<file path="config.mk">
export PLATFORM = sky130hd
export DESIGN_NAME = tcc_ctrl
export DESIGN_NICKNAME = d
export VERILOG_FILES = /design/src/design/tcc_pkg.sv /design/src/design/tcc_ctrl.sv
export SDC_FILE = /design/constraint.sdc
export NUM_CORES = 1
export LEC_CHECK = 0
export BUFFER_PORTS_ARGS = -buffer_cell sky130_fd_sc_hd__buf_2
export CAP_MARGIN = 40
export CORE_AREA = 2 2 39 41
export DETAILED_ROUTE_END_ITERATION = 12
export DIE_AREA = 0 0 41 43
export GPL_TIMING_DRIVEN = 0
export MAX_ROUTING_LAYER = met4
export PLACE_DENSITY_LB_ADDON = 0.3
export SYNTH_ARGS = -nofsm -noshare
export SYNTH_HDL_FRONTEND = slang
export SYNTH_SLANG_ARGS = --single-unit
</file>
<file path="constraint.sdc">
create_clock -name aclk -period 2.3 [get_ports aclk]
set_input_delay 0.46 -clock aclk [delete_from_list [all_inputs] [get_ports aclk]]
set_output_delay 0.46 -clock aclk [all_outputs]
set_load 0.005 [all_outputs]
</file>
<file path="src/design/tcc_pkg.sv">
package tcc_pkg;

    localparam int COLUMNS    = 80;
    localparam int ROWS       = 25;
    localparam int CELL_COUNT = ROWS * COLUMNS;

    localparam int ROW_W  = 5;
    localparam int COL_W  = 7;
    localparam int ADDR_W = $clog2(CELL_COUNT);
    localparam int CELL_W = 16;

    localparam logic [7:0]  NEWLINE_CODE = 8'h0A;
    localparam logic [7:0]  SPACE_CODE   = 8'h20;
    localparam logic [7:0]  BLANK_ATTR   = 8'h0F;
    localparam logic [CELL_W-1:0] BLANK_CELL = {BLANK_ATTR, SPACE_CODE};

    localparam logic [ROW_W-1:0]  ROW_LAST   = ROW_W'(ROWS - 1);
    localparam logic [COL_W-1:0]  COL_LAST   = COL_W'(COLUMNS - 1);
    localparam logic [ADDR_W-1:0] ROW_STRIDE = ADDR_W'(COLUMNS);
    localparam logic [ADDR_W-1:0] MOVE_LAST  = ADDR_W'(CELL_COUNT - COLUMNS - 1);
    localparam logic [ADDR_W-1:0] FILL_LAST  = ADDR_W'(CELL_COUNT - 1);

    typedef enum logic [1:0] {
        OP_PUT   = 2'd0,
        OP_CLEAR = 2'd1,
        OP_READ  = 2'd2,
        OP_NOP   = 2'd3
    } op_t;

    typedef enum logic [4:0] {
        ST_IDLE     = 5'b00001,
        ST_SCROLL_RD = 5'b00010,
        ST_SCROLL_WR = 5'b00100,
        ST_FILL     = 5'b01000,
        ST_DONE     = 5'b10000
    } state_t;

    typedef struct packed {
        logic accept;
        logic move_rd;
        logic move_wr;
        logic fill_wr;
        logic out_load;
    } tcc_cmd_t;

    typedef struct packed {
        logic put_scrolls;
        logic move_last;
        logic fill_last;
        logic out_free;
    } tcc_status_t;

endpackage

</file>
<file path="src/design/tcc_ctrl.sv">
module tcc_ctrl
    import tcc_pkg::*;
(
    input  logic        aclk,
    input  logic        aresetn,
    input  logic        s_valid,
    output logic        s_ready,
    input  logic [1:0]  s_op,
    input  tcc_status_t status,
    output tcc_cmd_t    cmd
);

    state_t state_reg;
    state_t state_next;

    always_ff @(posedge aclk) begin
        if (!aresetn) begin
            state_reg <= ST_IDLE;
        end else begin
            state_reg <= state_next;
        end
    end

    assign s_ready = (state_reg == ST_IDLE);

    always_comb begin
        state_next   = state_reg;
        cmd          = '0;
        unique case (state_reg)
            ST_IDLE: begin
                if (s_valid) begin
                    cmd.accept = 1'b1;
                    case (s_op)
                        OP_PUT:   state_next = status.put_scrolls ? ST_SCROLL_RD : ST_DONE;
                        OP_CLEAR: state_next = ST_FILL;
                        default:  state_next = ST_DONE;
                    endcase
                end
            end
            ST_SCROLL_RD: begin
                cmd.move_rd = 1'b1;
                state_next  = ST_SCROLL_WR;
            end
            ST_SCROLL_WR: begin
                cmd.move_wr = 1'b1;
                state_next  = status.move_last ? ST_FILL : ST_SCROLL_RD;
            end
            ST_FILL: begin
                cmd.fill_wr = 1'b1;
                if (status.fill_last) begin
                    state_next = ST_DONE;
                end
            end
            ST_DONE: begin
                if (status.out_free) begin
                    cmd.out_load = 1'b1;
                    state_next   = ST_IDLE;
                end
            end
            default: begin
                state_next = ST_IDLE;
            end
        endcase
    end

endmodule

</file>
* Yosys cells after proc, flatten, opt, wreduce, memory -nomap -nowiden
Index checks and enable logic that the tools add are counted.
** Operators by class
- Equality and inequality tests :: 9
- Multiplexer cells :: 14
- Reductions and logical operators :: 2
** Operators with widths (number)
- $pmux W5 S5 :: 1
- $mux W5 :: 4
- $pmux W5 S2 :: 1
- $mux W1 :: 7
- $ne A2 B2 Y1 const B :: 3
- $eq A5 B1 Y1 const B :: 1
- $eq A5 B2 Y1 const B :: 1
- $eq A5 B3 Y1 const B :: 1
- $eq A5 B4 Y1 const B :: 1
- $eq A5 B5 Y1 const B :: 1
- $mux W4 :: 1
- $reduce_and A3 Y1 :: 1
- $eq A2 B1 Y1 const B :: 1
- $logic_not A2 Y1 :: 1
** Word-level totals
- Flip-flop bits (word level) :: 5
- Input port bits :: 9
- Logic and storage cells :: 26

* Logic depth before layout (Yosys ltp)
- Depth in word-level cells :: 4
- Mapped depth :: 6

* Worst setup path after synthesis
OpenSTA, ideal clock, no wires.
- Kind :: reg2out
- Start :: register state_reg[3]
- End :: output cmd[4] (netlist bit)
- Data arrival time :: 1.113 ns
- Path slack :: 0.727 ns
- Cell stages (with the launch flop) :: 4
- Path buffers :: 0
- Cells stage by stage :: dfxtp_1 -> or3_4 -> or2_4 -> nor2_1
** RTL lines
- from (decl) :: line tcc_ctrl.sv:13 : state_t state_reg;
- from (signal assigned) :: line tcc_ctrl.sv:20 : state_reg <= state_next;
- to (decl) :: line tcc_ctrl.sv:10 : output tcc_cmd_t cmd

==> results by group <==
Clock network
  – CTS resizes: 0
  – H-tree levels: 1
  – Worst skew pair latency: 240 ps
  – Sink Count: 5
  – Clock root cell: clkbuf_4
  – Hold Buf Count CTS: 0
  – # Post-CTS Setup Buffers: 0
  – Clock Tree Buf Depth: 2
  – CTS clk-pin slew, worst paths: 40 ps
  – CTS tree: done
  – Cts bufs inserted: 3

Power and ir drop
  – Power per cell area: 681 mW/mm^2
  – Leakage power: 0.000236 uW
  – Max rail drop VDD: 0.193 mV
  – Final Total Pwr: 343 uW

Status
  – Status: completed

Global route
  – Vias in the first global route: 360
  – Total GRT Usage: 0.126
  – Initial antenna violation count: 0
  – Global-route wire length before repair: 1.49 mm
  – Overflow after GRT: 0
  – Pin count of the biggest net entering global routing: 10

Worst setup path
  – Delay-heaviest family, CP: simple AND/OR/NAND/NOR gates
  – Crit path launch type: flop
  – Slowest Stage Delay on Critical Path: 400 ps
  – CP Max Fanout: 8
  – Arr. time, crit path: 1530 ps
  – CP max stage cell: or3_4
  – Worst path bufs/invs: 2
  – Kind of critical path: flop to output pin
  – CP Capture Type: output pin
  – Crit-path cells: or3_4 > nor3b_1 > buf_4 > buf_2
  – Critical path data required time: 1840 ps

Placed design
  – Placed cell count: 78
  – IO buf count: 14
  – Hpwl dp: 675 um
  – Worst slack, placed: 587 ps
  – Gp weighted congestion: 0.782

Floorplan
  – Core Rows: 14
  – Core Region: 0.00138 mm^2
  – Die H: 43 um
  – DIE WIDTH: 41 um
  – Io pins: 15
  – Die area: 0.00176 mm^2
  – Starting density of the core: 0.280

Finish
  – Share of cells above drive strength 1: 0.409
  – Fin nets: 76
  – Antenna cells: 0
  – Max reg flops: 5
  – Area growth, synth to finish: 30.0%
  – Final std cells w/o fill: 82

STA
  – Worst hold margin: 464 ps
  – Final min period: 1990 ps
  – Max-slew violations: 0
  – Slew HR: 0.686
  – Setup TNS: 0 ps
  – Final WS setup: 310 ps
  – Max Fclk: 503 MHz
  – # setup viols final: 0
  – Final Cycle Share: 0.865
  – Final Hold Vio Count: 0
  – Worst-Margin Slew: 464 ps
  – Clock Skew: 4.44 ps
  – RSZ-0062 raised after global routing: no

Synthesis
  – Complex-gate fraction of the synthesized area: 0.219
  – Yosys cell types: 29
  – Largest family of logic cells by synthesized area: simple AND/OR/NAND/NOR gates
  – Sequential cell area fraction in the yosys report: 0.258
  – Post-synthesis mux area share: 0
  – Post-synthesis adder-cell area fraction: 0
  – Post-Synth Simple-Gate Area: 0.381
  – FF+latch count, synth: 5
  – Post-Syn Instances: 48
  – Synth Cell Area: 388 um^2
  – Synthesis Warnings: 0
  – Syn_nets: 57
  – XOR/XNOR Fraction of Synth Area: 0.0226
  – Synth Area per Inst: 8.08 um^2

Drt
  – Vias: 395
  – Starting DRT DRC Count: 10
  – Avg Vias per Cell: 4.82
  – Antenna violation net count after detailed routing: 0
  – DRC Markers: 0
  – Final wirelength: 856 um
  – DR WL/cell: 10.4 um
  – DR pass1 iterations: 4

Flow run
  – Max-Cap Viols: 0

Hold path
  – Hold Path Class: primary input to flop
==> area by class of cell <==
cell class / count / area, um^2
tap: 16 / 20.0
inverter: 6 / 27.5
buffer: 2 / 18.8
fill: 146 / 880
clock buffer: 4 / 26.3
multi-input combinational: 35 / 241
sequential: 5 / 100
timing repair buffer: 14 / 70.1
==> worst register-to-register path, stage by stage (launching register included) <==
cell	delay (ps)
dfxtp_1	370
or3_4	400
or2_4	290
clkinv_4	60
o21ai_2	50
a311oi_2	240
==> layer usage <==
| metal | vias to the layer above | wire length [um] | track usage |
|---|---|---|---|
| met4 | 0 | 0 | 0.0600 |
| met1 | 178 | 412 | 0.161 |
| met3 | 0 | 32 | 0.0366 |
| met2 | 7 | 411 | 0.175 |
| li1 | 210 | - | - |
| met5 | - | 0 | - |
==> cell usage in the layout, fill, tap and decap left out <==
cell | Yosys | routed
o22ai_2 | 1 | 1
or2_2 | 1 | 1
nand2_1 | 1 | 1
clkbuf_4 | 0 | 3
o41ai_1 | 1 | 1
nor4_1 | 2 | 2
inv_1 | 5 | 5
nor2_1 | 7 | 7
and4_1 | 1 | 1
clkbuf_1 | 0 | 1
nand3_1 | 1 | 1
o221ai_1 | 1 | 1
o21ai_2 | 1 | 1
buf_6 | 1 | 1
nand2b_1 | 1 | 1
nor3b_1 | 2 | 2
or3_4 | 1 | 1
nor3_1 | 3 | 3
and2_1 | 2 | 2
a21oi_1 | 1 | 1
dfxtp_1 | 5 | 5
xnor2_1 | 1 | 1
a21o_2 | 1 | 1
a311oi_2 | 1 | 1
buf_4 | 1 | 1
or2_4 | 1 | 1
and4b_1 | 1 | 1
o311ai_1 | 1 | 1
and3_1 | 1 | 1
a32oi_1 | 1 | 1
buf_2 | 0 | 14
clkinv_4 | 1 | 1
==> synthesized netlist by cell type <==
cell type / number / area [um^2]
nand2b_1: 1 / 6.26
nor3b_1: 2 / 15.0
nand2_1: 1 / 3.75
and2_1: 2 / 12.5
buf_6: 1 / 11.3
o21ai_2: 1 / 8.76
nor2_1: 7 / 26.3
dfxtp_1: 5 / 100
o311ai_1: 1 / 8.76
nor3_1: 3 / 15.0
xnor2_1: 1 / 8.76
and4_1: 1 / 8.76
a32oi_1: 1 / 8.76
nor4_1: 2 / 12.5
or3_4: 1 / 11.3
a21o_2: 1 / 8.76
o221ai_1: 1 / 8.76
or2_2: 1 / 6.26
nand3_1: 1 / 5.00
or2_4: 1 / 8.76
a311oi_2: 1 / 15.0
and3_1: 1 / 6.26
o41ai_1: 1 / 8.76
clkinv_4: 1 / 8.76
o22ai_2: 1 / 12.5
buf_4: 1 / 7.51
inv_1: 5 / 18.8
and4b_1: 1 / 10.0
a21oi_1: 1 / 5.00
==> through the flow <==
| stage | area, um^2 | utilization |
|---|---|---|
| final | 504 | 0.364 |
| after global routing | 504 | 0.364 |
| after CTS | 504 | 0.364 |
| after detailed placement | 478 | 0.345 |
| after global placement | 478 | 0.345 |
| after floorplan | 388 | - |
==> path summary, 6_finish.rpt <==
kind / depth (start not counted) / from / to / slack (ps)
worst min-delay path: 2 / aresetn / state_reg[2] / 460
worst max-delay path: 4 / state_reg[4] / cmd[3] / 310
worst max register to register: 5 / state_reg[4] / state_reg[4] / 800
worst min register to register: 2 / state_reg[3] / state_reg[4] / 680
==> power breakdown <==
part / internal, uW / leakage [uW] / switching (uW)
registers: 96.2 / 0.0000408 / 11.3
logic: 68.9 / 0.000180 / 68.7
clock network: 65.4 / 0.0000150 / 32.9
==> kinds of logic after synthesis <==
group	after synthesis
compound gates	9
buf+inv	8
simple gates	25
xor+xnor	1
flops	5
Note: power is estimated with default switching activity, not from simulation.
